File: src/hdl/rpn_stack_evaluator_assert.svh
// Assertion macros for the reverse Polish evaluator controller.
// Depends on nothing; the including module supplies clock and reset names.
`ifndef RPN_STACK_EVALUATOR_ASSERT_SVH
`define RPN_STACK_EVALUATOR_ASSERT_SVH

// The consequent must hold in the same cycle as the antecedent.
`define RPN_ASSERT_SAME(label, clk, rst_n, ante, cons) \
    label: assert property (@(posedge clk) disable iff (!(rst_n)) (ante) |-> (cons)) \
        else $error("rpn assertion failed");

// The consequent must hold in the cycle after the antecedent.
`define RPN_ASSERT_NEXT(label, clk, rst_n, ante, cons) \
    label: assert property (@(posedge clk) disable iff (!(rst_n)) (ante) |=> (cons)) \
        else $error("rpn assertion failed");

`endif

File: src/hdl/rpn_pkg.sv
// Package for the reverse Polish evaluator: sizes, opcodes, status codes,
// request and result types, and the controller to datapath signal groups.
package rpn_pkg;

    localparam int STACK_DEPTH = 64;
    localparam int ADDR_W      = $clog2(STACK_DEPTH);
    localparam int DATA_W      = 32;
    localparam int PTR_W       = 7;
    localparam int OP_W        = 3;
    localparam int STAT_W      = 2;

    localparam logic [PTR_W-1:0] DEPTH_FULL = PTR_W'(STACK_DEPTH);

    localparam logic [OP_W-1:0] OP_PUSH = 3'd0;
    localparam logic [OP_W-1:0] OP_ADD  = 3'd1;
    localparam logic [OP_W-1:0] OP_SUB  = 3'd2;
    localparam logic [OP_W-1:0] OP_MUL  = 3'd3;
    localparam logic [OP_W-1:0] OP_POP  = 3'd4;

    localparam logic [STAT_W-1:0] ST_OK    = 2'd0;
    localparam logic [STAT_W-1:0] ST_UNDER = 2'd1;
    localparam logic [STAT_W-1:0] ST_OVER  = 2'd2;

    typedef struct packed {
        logic [OP_W-1:0]          opcode;
        logic signed [DATA_W-1:0] operand;
    } t_token;

    typedef struct packed {
        logic signed [DATA_W-1:0] top_value;
        logic [PTR_W-1:0]         stack_depth;
        logic [STAT_W-1:0]        status;
    } t_result;

    // Commands from the controller to the datapath.
    typedef struct packed {
        logic              cap;        // capture the operand of a new request
        logic              push;       // spill the top to memory, load the operand
        logic              rd;         // read the entry below the top
        logic              alu;        // combine the entry below with the top
        logic              pop;        // refill the top from memory, drop one entry
        logic              save;       // keep the current top for a pop result
        logic              report;     // load the result register
        logic              use_shown;  // result shows the saved top
        logic [OP_W-1:0]   alu_op;
        logic [STAT_W-1:0] status;
    } t_dp_cmd;

    // Status from the datapath to the controller.
    typedef struct packed {
        logic empty;
        logic full;
        logic two;
    } t_dp_stat;

endpackage

File: src/hdl/rpn_ram.sv
// Generic simple dual-port RAM with one write port and a registered read port.
// Depends on nothing.
module rpn_ram #(
    parameter int  WIDTH  = 32,
    parameter int  DEPTH  = 64,
    localparam int ADDR_W = $clog2(DEPTH)
) (
    input  logic              i_clk,
    input  logic              i_we,
    input  logic [ADDR_W-1:0] i_waddr,
    input  logic [WIDTH-1:0]  i_wdata,
    input  logic              i_re,
    input  logic [ADDR_W-1:0] i_raddr,
    output logic [WIDTH-1:0]  o_rdata
);

    logic [WIDTH-1:0] r_mem [DEPTH];
    logic [WIDTH-1:0] r_rdata;

    always_ff @(posedge i_clk) begin
        if (i_we) begin
            r_mem[i_waddr] <= i_wdata;
        end
        if (i_re) begin
            r_rdata <= r_mem[i_raddr];
        end
    end

    assign o_rdata = r_rdata;

endmodule

File: src/hdl/rpn_dpath.sv
// Datapath of the reverse Polish evaluator: top-of-stack register, depth
// pointer, arithmetic unit and stack memory. Depends on rpn_pkg and rpn_ram.
module rpn_dpath (
    input  logic              i_clk,
    input  logic              i_rst_n,
    input  logic [rpn_pkg::DATA_W-1:0] i_operand,
    input  rpn_pkg::t_dp_cmd  i_cmd,
    output rpn_pkg::t_dp_stat o_stat,
    output rpn_pkg::t_result  o_result
);
    import rpn_pkg::*;

    logic [PTR_W-1:0]  r_depth, n_depth;
    logic [DATA_W-1:0] r_top, n_top;
    logic [DATA_W-1:0] r_opnd;
    logic [DATA_W-1:0] r_shown;
    t_result           r_res;

    logic [DATA_W-1:0] w_rdata;
    logic [DATA_W-1:0] w_alu;
    logic [PTR_W-1:0]  w_dm1;
    logic [PTR_W-1:0]  w_dm2;

    // The memory holds every entry below the top; the top lives in r_top.
    assign w_dm1 = r_depth - PTR_W'(1);
    assign w_dm2 = r_depth - PTR_W'(2);

    rpn_ram #(
        .WIDTH(DATA_W),
        .DEPTH(STACK_DEPTH)
    ) u_ram (
        .i_clk  (i_clk),
        .i_we   (i_cmd.push && (r_depth != '0)),
        .i_waddr(w_dm1[ADDR_W-1:0]),
        .i_wdata(r_top),
        .i_re   (i_cmd.rd),
        .i_raddr(w_dm2[ADDR_W-1:0]),
        .o_rdata(w_rdata)
    );

    always_comb begin
        case (i_cmd.alu_op)
            OP_ADD:  w_alu = w_rdata + r_top;
            OP_SUB:  w_alu = w_rdata - r_top;
            default: w_alu = w_rdata * r_top;
        endcase
    end

    always_comb begin
        n_depth = r_depth;
        n_top   = r_top;
        if (i_cmd.push) begin
            n_depth = r_depth + PTR_W'(1);
            n_top   = r_opnd;
        end else if (i_cmd.alu) begin
            n_depth = w_dm1;
            n_top   = w_alu;
        end else if (i_cmd.pop) begin
            n_depth = w_dm1;
            n_top   = w_rdata;
        end
    end

    always_ff @(posedge i_clk) begin
        if (!i_rst_n) begin
            r_depth <= '0;
        end else begin
            r_depth <= n_depth;
        end
        r_top <= n_top;
        if (i_cmd.cap) begin
            r_opnd <= i_operand;
        end
        if (i_cmd.save) begin
            r_shown <= r_top;
        end
        if (i_cmd.report) begin
            r_res.stack_depth <= r_depth;
            r_res.status      <= i_cmd.status;
            if (i_cmd.use_shown) begin
                r_res.top_value <= r_shown;
            end else if (r_depth == '0) begin
                r_res.top_value <= '0;
            end else begin
                r_res.top_value <= r_top;
            end
        end
    end

    assign o_stat.empty = (r_depth == '0);
    assign o_stat.full  = (r_depth >= DEPTH_FULL);
    assign o_stat.two   = (r_depth >= PTR_W'(2));
    assign o_result     = r_res;

endmodule

File: src/hdl/rpn_ctrl.sv
// Controller of the reverse Polish evaluator: sequences each request through
// the datapath. Depends on rpn_pkg and the assertion macro header.
module rpn_ctrl (
    input  logic              i_clk,
    input  logic              i_rst_n,
    input  logic              i_start,
    input  logic [rpn_pkg::OP_W-1:0] i_opcode,
    input  rpn_pkg::t_dp_stat i_stat,
    output rpn_pkg::t_dp_cmd  o_cmd,
    output logic              o_busy,
    output logic              o_done
);
    import rpn_pkg::*;

    `include "rpn_stack_evaluator_assert.svh"

    typedef enum logic [1:0] {
        S_IDLE,
        S_EXEC,
        S_FETCH,
        S_REPORT
    } t_state;

    t_state            r_state, n_state;
    logic [OP_W-1:0]   r_op, n_op;
    logic [STAT_W-1:0] r_status, n_status;
    logic              r_shown, n_shown;
    logic              r_done, n_done;
    t_dp_cmd           w_cmd;

    always_comb begin
        n_state  = r_state;
        n_op     = r_op;
        n_status = r_status;
        n_shown  = r_shown;
        n_done   = 1'b0;
        w_cmd    = '0;
        w_cmd.alu_op    = r_op;
        w_cmd.status    = r_status;
        w_cmd.use_shown = r_shown;
        unique case (r_state)
            S_IDLE: begin
                if (i_start) begin
                    w_cmd.cap = 1'b1;
                    n_op      = i_opcode;
                    n_status  = ST_OK;
                    n_shown   = 1'b0;
                    n_state   = S_EXEC;
                end
            end
            S_EXEC: begin
                n_state = S_REPORT;
                case (r_op) inside
                    OP_PUSH: begin
                        if (i_stat.full) begin
                            n_status = ST_OVER;
                        end else begin
                            w_cmd.push = 1'b1;
                        end
                    end
                    OP_ADD, OP_SUB, OP_MUL: begin
                        if (!i_stat.two) begin
                            n_status = ST_UNDER;
                        end else begin
                            w_cmd.rd = 1'b1;
                            n_state  = S_FETCH;
                        end
                    end
                    OP_POP: begin
                        if (i_stat.empty) begin
                            n_status = ST_UNDER;
                        end else begin
                            w_cmd.save = 1'b1;
                            n_shown    = 1'b1;
                            if (i_stat.two) begin
                                w_cmd.rd = 1'b1;
                                n_state  = S_FETCH;
                            end else begin
                                // Last entry: the top becomes meaningless and is masked.
                                w_cmd.pop = 1'b1;
                            end
                        end
                    end
                    default: begin
                    end
                endcase
            end
            S_FETCH: begin
                if (r_op == OP_POP) begin
                    w_cmd.pop = 1'b1;
                end else begin
                    w_cmd.alu = 1'b1;
                end
                n_state = S_REPORT;
            end
            S_REPORT: begin
                w_cmd.report = 1'b1;
                n_done       = 1'b1;
                n_state      = S_IDLE;
            end
            default: begin
                n_state = S_IDLE;
            end
        endcase
    end

    always_ff @(posedge i_clk) begin
        if (!i_rst_n) begin
            r_state  <= S_IDLE;
            r_done   <= 1'b0;
            r_op     <= OP_PUSH;
            r_status <= ST_OK;
            r_shown  <= 1'b0;
        end else begin
            r_state  <= n_state;
            r_done   <= n_done;
            r_op     <= n_op;
            r_status <= n_status;
            r_shown  <= n_shown;
        end
    end

    assign o_cmd  = w_cmd;
    assign o_busy = (r_state != S_IDLE);
    assign o_done = r_done;

    `RPN_ASSERT_NEXT(a_start_exec, i_clk, i_rst_n, i_start && !o_busy, r_state == S_EXEC)
    `RPN_ASSERT_NEXT(a_report_done, i_clk, i_rst_n, r_state == S_REPORT, r_done)
    `RPN_ASSERT_NEXT(a_done_single, i_clk, i_rst_n, r_done, !r_done)
    `RPN_ASSERT_SAME(a_push_room, i_clk, i_rst_n, w_cmd.push, !i_stat.full)
    `RPN_ASSERT_SAME(a_alu_two, i_clk, i_rst_n, w_cmd.alu || w_cmd.rd, i_stat.two)

endmodule

File: src/hdl/rpn_stack_evaluator.sv
// Top level of the reverse Polish evaluator: joins the controller and the
// datapath. Depends on rpn_pkg, rpn_ctrl and rpn_dpath.
//
// Usage. A request (one token: opcode and operand in i_token) is taken at a
// rising clock edge where start is high and busy is low. Every request gives
// exactly one result on o_result, shown for a single cycle with o_valid high;
// the receiver cannot hold results off, so it must take each one as it comes.
// The result carries the top of stack after the step (or the popped value),
// the number of entries held, and a status of ok, underflow or overflow.
// A refused push or operation leaves the stack as it was.
//
// Sequencing. Push, no-operation, underflow, overflow and a pop of the last
// entry pass through the execute and report states; add, subtract, multiply
// and a pop with two or more entries also pass through a fetch state between
// them, as the registered read port of the stack memory supplies the entry
// below the top, held in a register. Busy stays high until the result is
// shown, so a request is not taken before the previous one is through.
// A new request may be taken in the same cycle as the previous result is shown.
//
// Reset (i_rst_n, synchronous, active low) empties the stack at once and
// clears the controller; the memory contents are not cleared and need not be.
module rpn_stack_evaluator (
    input  logic             i_clk,
    input  logic             i_rst_n,
    input  logic             start,
    input  rpn_pkg::t_token  i_token,
    output logic             busy,
    output logic             o_valid,
    output rpn_pkg::t_result o_result
);
    import rpn_pkg::*;

    t_dp_cmd  w_cmd;
    t_dp_stat w_stat;

    // Sequencing of each request.
    rpn_ctrl u_ctrl (
        .i_clk   (i_clk),
        .i_rst_n (i_rst_n),
        .i_start (start),
        .i_opcode(i_token.opcode),
        .i_stat  (w_stat),
        .o_cmd   (w_cmd),
        .o_busy  (busy),
        .o_done  (o_valid)
    );

    // Stack storage, arithmetic and the result register.
    rpn_dpath u_dpath (
        .i_clk    (i_clk),
        .i_rst_n  (i_rst_n),
        .i_operand(i_token.operand),
        .i_cmd    (w_cmd),
        .o_stat   (w_stat),
        .o_result (o_result)
    );

endmodule

File: config.mk
export PLATFORM = sky130hd
export DESIGN_NAME = rpn_stack_evaluator
export DESIGN_NICKNAME = d
export VERILOG_FILES = /design/src/hdl/rpn_pkg.sv /design/src/hdl/rpn_ram.sv /design/src/hdl/rpn_dpath.sv /design/src/hdl/rpn_ctrl.sv /design/src/hdl/rpn_stack_evaluator.sv
export VERILOG_INCLUDE_DIRS = /design/src /design/src/hdl
export SDC_FILE = /design/constraint.sdc
export NUM_CORES = 2
export LEC_CHECK = 0
export BUFFER_PORTS_ARGS = -buffer_cell sky130_fd_sc_hd__clkbuf_2
export CORE_MARGIN = 3
export CORE_UTILIZATION = 25
export CTS_BUF_LIST = sky130_fd_sc_hd__clkbuf_4 sky130_fd_sc_hd__clkbuf_8
export CTS_CLUSTER_DIAMETER = 120
export DETAILED_ROUTE_END_ITERATION = 8
export GPL_TIMING_DRIVEN = 0
export SLEW_MARGIN = 20
export SYNTH_ARGS = -nofsm -noshare
export SYNTH_HDL_FRONTEND = slang
export SYNTH_SLANG_ARGS = --single-unit
File: constraint.sdc
create_clock -name i_clk -period 8.8 [get_ports i_clk]
set_input_delay 1.76 -clock i_clk [delete_from_list [all_inputs] [get_ports i_clk]]
set_output_delay 1.76 -clock i_clk [all_outputs]
set_load 0.02 [all_outputs]
# --- Word-level counts from Yosys, hierarchy flattened ---
# Memories as Yosys holds them, arrays and structs flattened. A register that Yosys moved wholly into a read port is not among the register bits.
# Cells that the tools add are included.
op_classes:
  n_mul: 1
  mux: 53
  magnitude_cmp: 2
  reduce_logical: 12
  eq_ne: 16
  addsub: 5
op_table:
  columns: ["cell", "count"]
  rows:
  - ["two-way mux 32 bit", 5]
  - ["case mux 32 bit (2 select lines)", 1]
  - ["two-way mux 2 bit", 17]
  - ["adder 32 bit", 1]
  - ["multiplier 32 x 32 -> 32 bit", 1]
  - ["subtractor 32 bit", 1]
  - ["two-way mux 1 bit", 23]
  - ["two-way mux 7 bit", 3]
  - ["AND reduction 6 bit", 2]
  - ["!= test 2 bit (second input constant)", 4]
  - ["!= test 4 x 2 -> 1 bit (second input constant)", 2]
  - ["case mux 2 bit (4 select lines)", 1]
  - ["adder 7 x 1 -> 7 bit (second input constant)", 1]
  - [">= comparator 7 x 2 -> 1 bit (second input constant)", 1]
  - [">= comparator 7 bit (second input constant)", 1]
  - ["zero test 7 bit", 1]
  - ["nonzero test 7 bit", 1]
  - ["subtractor 7 x 1 -> 7 bit (second input constant)", 1]
  - ["equality test 3 x 2 -> 1 bit (second input constant)", 2]
  - ["subtractor 6 x 2 -> 6 bit (second input constant)", 1]
  - ["equality test 2 bit (second input constant)", 2]
  - ["!= test 4 bit (second input constant)", 1]
  - ["case mux 1 bit (2 select lines)", 2]
  - ["case mux 2 bit (2 select lines)", 1]
  - ["other kinds (12)", 13]
totals:
  memories: 1
  ff_bits: 153
  out_inout_bits: 43
  ramBits: 2048
memory_table:
  columns: ["name", "depth", "width", "read_ports", "rd_clocked_by_memory_dff", "write_ports", "line", "source"]
  rows:
  - ["u_dpath.u_ram.r_mem", 64, 32, 1, 1, 1, "rpn_ram.sv:17", "logic [WIDTH-1:0] r_mem [DEPTH];"]

# --- Logic depth before layout (Yosys ltp) ---
depth:
  word_depth: 10
  depth_mapped: 27
  depth_no_buf: 25

# --- By module ---
# From an unflattened synthesis, not the netlist that was laid out.
hier_totals:
  hier_cells: 5949
  area_unflattened_um2: 103529.3
modules_own_cells:
  columns: ["module", "cells_each", "area_each_um2", "seq_area_each_um2", "instances"]
  rows:
  - ["rpn_ram", 3324, 78835.6, 62459.9, 1]
  - ["rpn_dpath", 2556, 24099.4, 4254.1, 1]
  - ["rpn_ctrl", 69, 594.3, 180.2, 1]

# --- Least setup slack after synthesis ---
# Ideal clock, no wire load.
synth_timing:
  kind: "register to register"
  start: "register u_dpath.r_top[7]"
  end: "register u_dpath.r_top[30] (data pin)"
  period_less_slack_ns: 8.428
  setup_time_ns: 0.270
  arrival_time_ns: 8.158
  path_buffers: 2
  path_stages_with_launch: 26
  path_slack_ns: 0.372
  cell_sequence: "edfxtp_1 > clkbuf_1 > clkbuf_1 > and2_1 > fa_1 > fa_1 > fa_1 > inv_1 > fa_1 > inv_1 > fa_1 > inv_1 > fa_1 > inv_1 > fa_1 > fa_1 > ha_1 > a21o_1 > a21oi_1 > nor2b_1 > o41a_1 > a2111oi_0 > o31ai_1 > nand3_1 > a2111oi_0 > or3b_2"
synth_via:
  elab_chain_cells: 4
  word_cells_on_any_way: 6
  cone_classes: "add/sub: 2; mul: 1; mux: 3"
synth_rtl:
  columns: ["item", "line", "source"]
  rows:
  - ["start, declared", "rpn_dpath.sv:14", "logic [DATA_W-1:0] r_top, n_top;"]
  - ["start signal, assigned", "rpn_dpath.sv:70", "r_top <= n_top;"]
  - ["multiplier 32 x 32 -> 32 bit, or another cell as far along", "rpn_dpath.sv:45", "default: w_alu = w_rdata * r_top;"]
  - ["case mux 32 bit (2 select lines) *", "rpn_dpath.sv:42", "case (i_cmd.alu_op)"]
  - ["two-way mux 32 bit *", "rpn_dpath.sv:55", "end else if (i_cmd.alu) begin"]
  - ["two-way mux 32 bit *", "rpn_dpath.sv:52", "if (i_cmd.push) begin"]
  - ["named net u_dpath.n_top[30]", "rpn_dpath.sv:14", null]
# Mark *: on every way through the listed nets, which the timed path passes. The rest lies on a longest branch.
# A chain may end at the register's enable or synchronous reset.

# --- Worst setup path after layout ---
layout_timing:
  start: "register u_dpath.r_depth[1]"
  end: "register u_dpath.u_ram.r_rdata[8], in the netlist u_dpath.u_ram.o_rdata[8] (read register of u_dpath.u_ram.r_mem) (data pin)"
layout_via:
  elab_chain_cells: 7
  word_cells_on_any_way: 9
  cone_classes: "add/sub: 1; order compare: 1; mux: 6; reduce/logical: 1"
layout_rtl:
  columns: ["item", "line", "source"]
  rows:
  - ["start, declared", "rpn_dpath.sv:13", "logic [PTR_W-1:0] r_depth, n_depth;"]
  - ["start signal, assigned", "rpn_dpath.sv:68", "r_depth <= n_depth;"]
  - [">= comparator 7 x 2 -> 1 bit", "rpn_dpath.sv:92", "assign o_stat.two = (r_depth >= PTR_W'(2));"]
  - ["two-way mux 1 bit", "rpn_ctrl.sv:62, rpn_ctrl.sv:75", null]
  - ["two-way mux 1 bit", "rpn_ctrl.sv:70", "if (i_stat.empty) begin"]
  - ["two-way mux 1 bit (3 in a row)", "rpn_ctrl.sv:53", "case (r_op) inside"]
  - ["two-way mux 2 bit", "rpn_ctrl.sv:41", "unique case (r_state)"]
  - ["end, declared", "rpn_ram.sv:18", "logic [WIDTH-1:0] r_rdata;"]
# Several ways; a longest one is shown, not always the timed one.

==> out/qor.json <==
{
  "logic_synthesis": {
    "synth.net_count": 6250,
    "yosysWarningCount": 0,
    "synth_area_sq_um": 103000,
    "synth_edf_count": 2217,
    "yosys.cell_types.count": 65,
    "syn_inst": 5636,
    "postSynth.asyncResetShare_pct": 0,
    "ys.flop_type": "edfxtp_1",
    "ys_seq_elements": 2233,
    "avgSynthCellArea_sq_um": 18.3,
    "synth_sequential_area_ratio_pct": 64.9
  },
  "floorplan": {
    "placementRows": 235,
    "floorplan.initialDensity_pct": 25.1,
    "dieWidth_um": 648,
    "fp.dieH_um": 648,
    "std_cell_core_area_sq_um": 410000,
    "ports": 81,
    "die_area_sq_um": 420000
  },
  "sta": {
    "max_freq_ghz": 0.116,
    "grt_setup_unrepaired": "true",
    "slew_headroom_pct": 19.6,
    "finalHoldViolations": 0,
    "maxSlewViolCount": 0,
    "worst_clock_skew_ns": 0.127,
    "tightest_slew_ns": 1.21,
    "setup_viol_count_final": 0,
    "timing.final.crit_period_ns": 8.64,
    "min_period_over_period_pct": 98.1
  },
  "clock_tree": {
    "clk_path_buf_depth": 4,
    "tritoncts_clock_tree": "done",
    "worstSkewPairLatency_ns": 1.00,
    "numCtsBuffers": 362,
    "cts_root_buf": "clkbuf_8",
    "h_tree_lvl_count": 5,
    "cts.sink_count": 2233,
    "clk_pin_slew_ns": 0.06,
    "cts-hold-fix-buffers": 0
  },
  "grt": {
    "grt_start_max_net_pins": 43,
    "antenna_found_initial": 26,
    "gr-total-overflow": 0,
    "groute.usage.overall_pct": 14.8,
    "number_of_global_route_vias_before_repair": 58500,
    "grt_first_pass_wirelength_um": 445000
  },
  "worst_hold_path": {
    "hp-start": "u_ctrl.r_status[1]",
    "min_path_type": "register to register",
    "holdPathEnd": "u_dpath.o_result[1]",
    "hold_path_cell_cnt": 0
  },
  "setup_path": {
    "slowest_stage": "mux2i_1",
    "critical_path_buf_inv_count": 8,
    "reg2regPathDepth": 12,
    "register_to_register_path_setup_slack_ns": 0.17,
    "worst-endpoint-required_ns": 9.34,
    "start_kind": "register",
    "crit_path_max_fanout": 10,
    "r2r_start": "u_dpath.r_depth[1]",
    "worstPathCellList": "clkbuf_1 > clkbuf_1 > clkbuf_1 > clkbuf_1 > inv_1 > ha_1 > xor2_1 > buf_2 > clkbuf_2 > buf_1 > mux2i_1 > a21oi_1",
    "critPathArrivalTime_ns": 9.18,
    "reg2reg_to": "u_dpath.u_ram.o_rdata[8]",
    "worst_setup_path_end_kind": "register",
    "critical_path.max_stage_delay_ns": 0.90,
    "path_common_cell": "clkbuf_1",
    "cpLargestDelayFamily": "buffers and inverters",
    "timing_worst_setup_path_type": "register to register"
  },
  "final_layout": {
    "number_of_inserted_filler_cells_in_the_final_layout": 39900,
    "layout-area-overhead-vs-synth_pct": 18.4,
    "layout.nets": 6897,
    "final_layout_size_suffix_gt1_share_pct": 25.8,
    "design_area_sq_um": 122000
  },
  "detailed_routing": {
    "detailedRoute.firstPassIterationCount": 9,
    "drc_errors": 0,
    "maxUsedRoutingLayer": "met5",
    "detailedRoute.firstIterationViolations": 7035,
    "detail_route.wirelength_um": 313000,
    "post_drt_wl_per_cell_um": 26.1,
    "m1WireLength_um": 127000,
    "met2_length_um": 148000,
    "num_vias": 57000,
    "final_antenna_net_count": 0,
    "vias_per_cell": 4.74,
    "met3_length_um": 27300
  },
  "job": {
    "max_capacitance_violation_count": 0
  },
  "placement": {
    "dp.final_hpwl_um": 229000,
    "postPlaceCellArea_sq_um": 115000,
    "gp_congestion": 0.913,
    "place.port_buffers": 80
  },
  "run_status": {
    "run_status": "complete, no violations"
  }
}
==> area by class of cell <==
cell class | instances | area, sq um | share of cell area [%]
Tap cell | 5451 | 6820 | 5.59
Sequential cell | 2233 | 66900 | 54.8
Clock buffer | 486 | 5980 | 4.90
Inverter | 400 | 1500 | 1.23
Clock inverter | 146 | 981 | 0.804
Timing Repair Buffer | 296 | 4550 | 3.73
Buffer | 295 | 1240 | 1.02
Multi-Input combinational cell | 2695 | 34000 | 27.9
Antenna cell | 16 | 40.0 | 0.0328
==> timing repair <==
item | 4_1_cts | 5_1_grt
setup endpoints to repair | 13 | 11
setup buffers | 1 | 13
resized for setup | 19 | 51
==> metrics by stage <==
stage	util, %	instances	TNS [ns]	worst slack (ns)	hold slack (ns)
global route	29.7	12000	-0.0544	-0.0544	0.529
global placement	26.9	11200	-350.13	-2.37	0.484
floorplan	-	5636	0	0.372	0.403
CTS	29.7	12000	0	0.000481	0.509
finish	29.7	12000	0	0.165	0.524
detailed placement	28.0	11400	-4.51	-0.934	0.492
==> worst max path at each step <==
stage,cells after the start,slack (ns),end,startpoint
5_1_grt,22,-0.05,u_dpath.r_top[29],u_dpath.r_top[16]
3_5_place_dp,24,-0.93,u_dpath.r_top[30],u_dpath.r_top[4]
3_3_place_gp,24,-2.37,u_dpath.r_top[30],u_dpath.r_top[8]
6_report,12,0.17,u_dpath.u_ram.o_rdata[8],u_dpath.r_depth[1]
2_1_floorplan,25,0.37,u_dpath.r_top[30],u_dpath.r_top[7]
4_1_cts,26,0.0005,u_dpath.r_top[30],u_dpath.r_top[8]
==> synth_stat cells, types with 20 or more instances <==
master | number | area [sq um]
xor2_1 | 47 | 412
a211oi_1 | 29 | 218
buf_1 | 48 | 180
xnor2_1 | 104 | 911
ha_1 | 167 | 2090
fa_1 | 409 | 8190
a21oi_1 | 90 | 450
o21ai_0 | 113 | 566
edfxtp_1 | 2217 | 66600
a21o_1 | 21 | 158
nand2_1 | 386 | 1450
nor3_1 | 20 | 100
mux4_2 | 660 | 14900
inv_1 | 400 | 1500
clkbuf_1 | 247 | 927
nor2_1 | 124 | 465
and2_1 | 319 | 2000
==> state kept, by name, summed over array words and instances (netlist names) <==
name,count
u_ctrl.o_done,1
u_ctrl.r_op,3
u_ctrl.r_shown,1
u_ctrl.r_state,2
u_ctrl.r_status,2
u_dpath.o_result,41
u_dpath.r_depth,7
u_dpath.r_opnd,32
u_dpath.r_shown,32
u_dpath.r_top,32
u_dpath.u_ram.o_rdata,32
u_dpath.u_ram.r_mem,2048
==> layer usage <==
metal,up-vias,GRT usage (%)
li1,22900,-
met1,30400,19.8
met2,3022,23.7
met3,593,3.04
met4,4,5.07
met5,-,0
==> placed cells by master, fill, tap and decap left out, drive strengths merged, types with 6 or more instances in the layout <==
cell / n
a211oi: 29
nor4: 6
dfxtp: 16
mux4: 660
nand2b: 7
edfxtp: 2217
bufinv: 11
inv: 409
fa: 409
clkinv: 121
a21boi: 8
a21oi: 90
mux2i: 16
o21bai: 10
nor2: 124
or3: 8
diode: 16
xnor2: 104
nor2b: 18
xor2: 47
o211ai: 9
o21a: 10
o21ai: 114
and3: 13
and2: 319
nor3: 21
buf: 267
ha: 167
nand4: 6
o31ai: 11
nand3: 14
clkbuf: 809
nand2: 386
a21o: 21
==> cells by family (layout without fill, tap and decap cells) <==
| kind of cell | Yosys count | count (layout) | share of synthesized area (%) |
|---|---|---|---|
| buffers and inverters | 708 | 1623 | 2.60 |
| AO/OA/AOI/OAI | 348 | 348 | 2.10 |
| other | 0 | 16 | 0 |
| adder cells (fa/ha/maj) | 576 | 576 | 9.97 |
| XOR/XNOR | 152 | 152 | 1.31 |
| flip-flops | 2233 | 2233 | 64.9 |
| multiplexers | 680 | 680 | 14.6 |
| AND/OR/NAND/NOR | 939 | 939 | 4.47 |
Power is left out: the tool's default activity adds up to more than one toggle a clock period on the data nets, which glitch-free logic cannot reach.
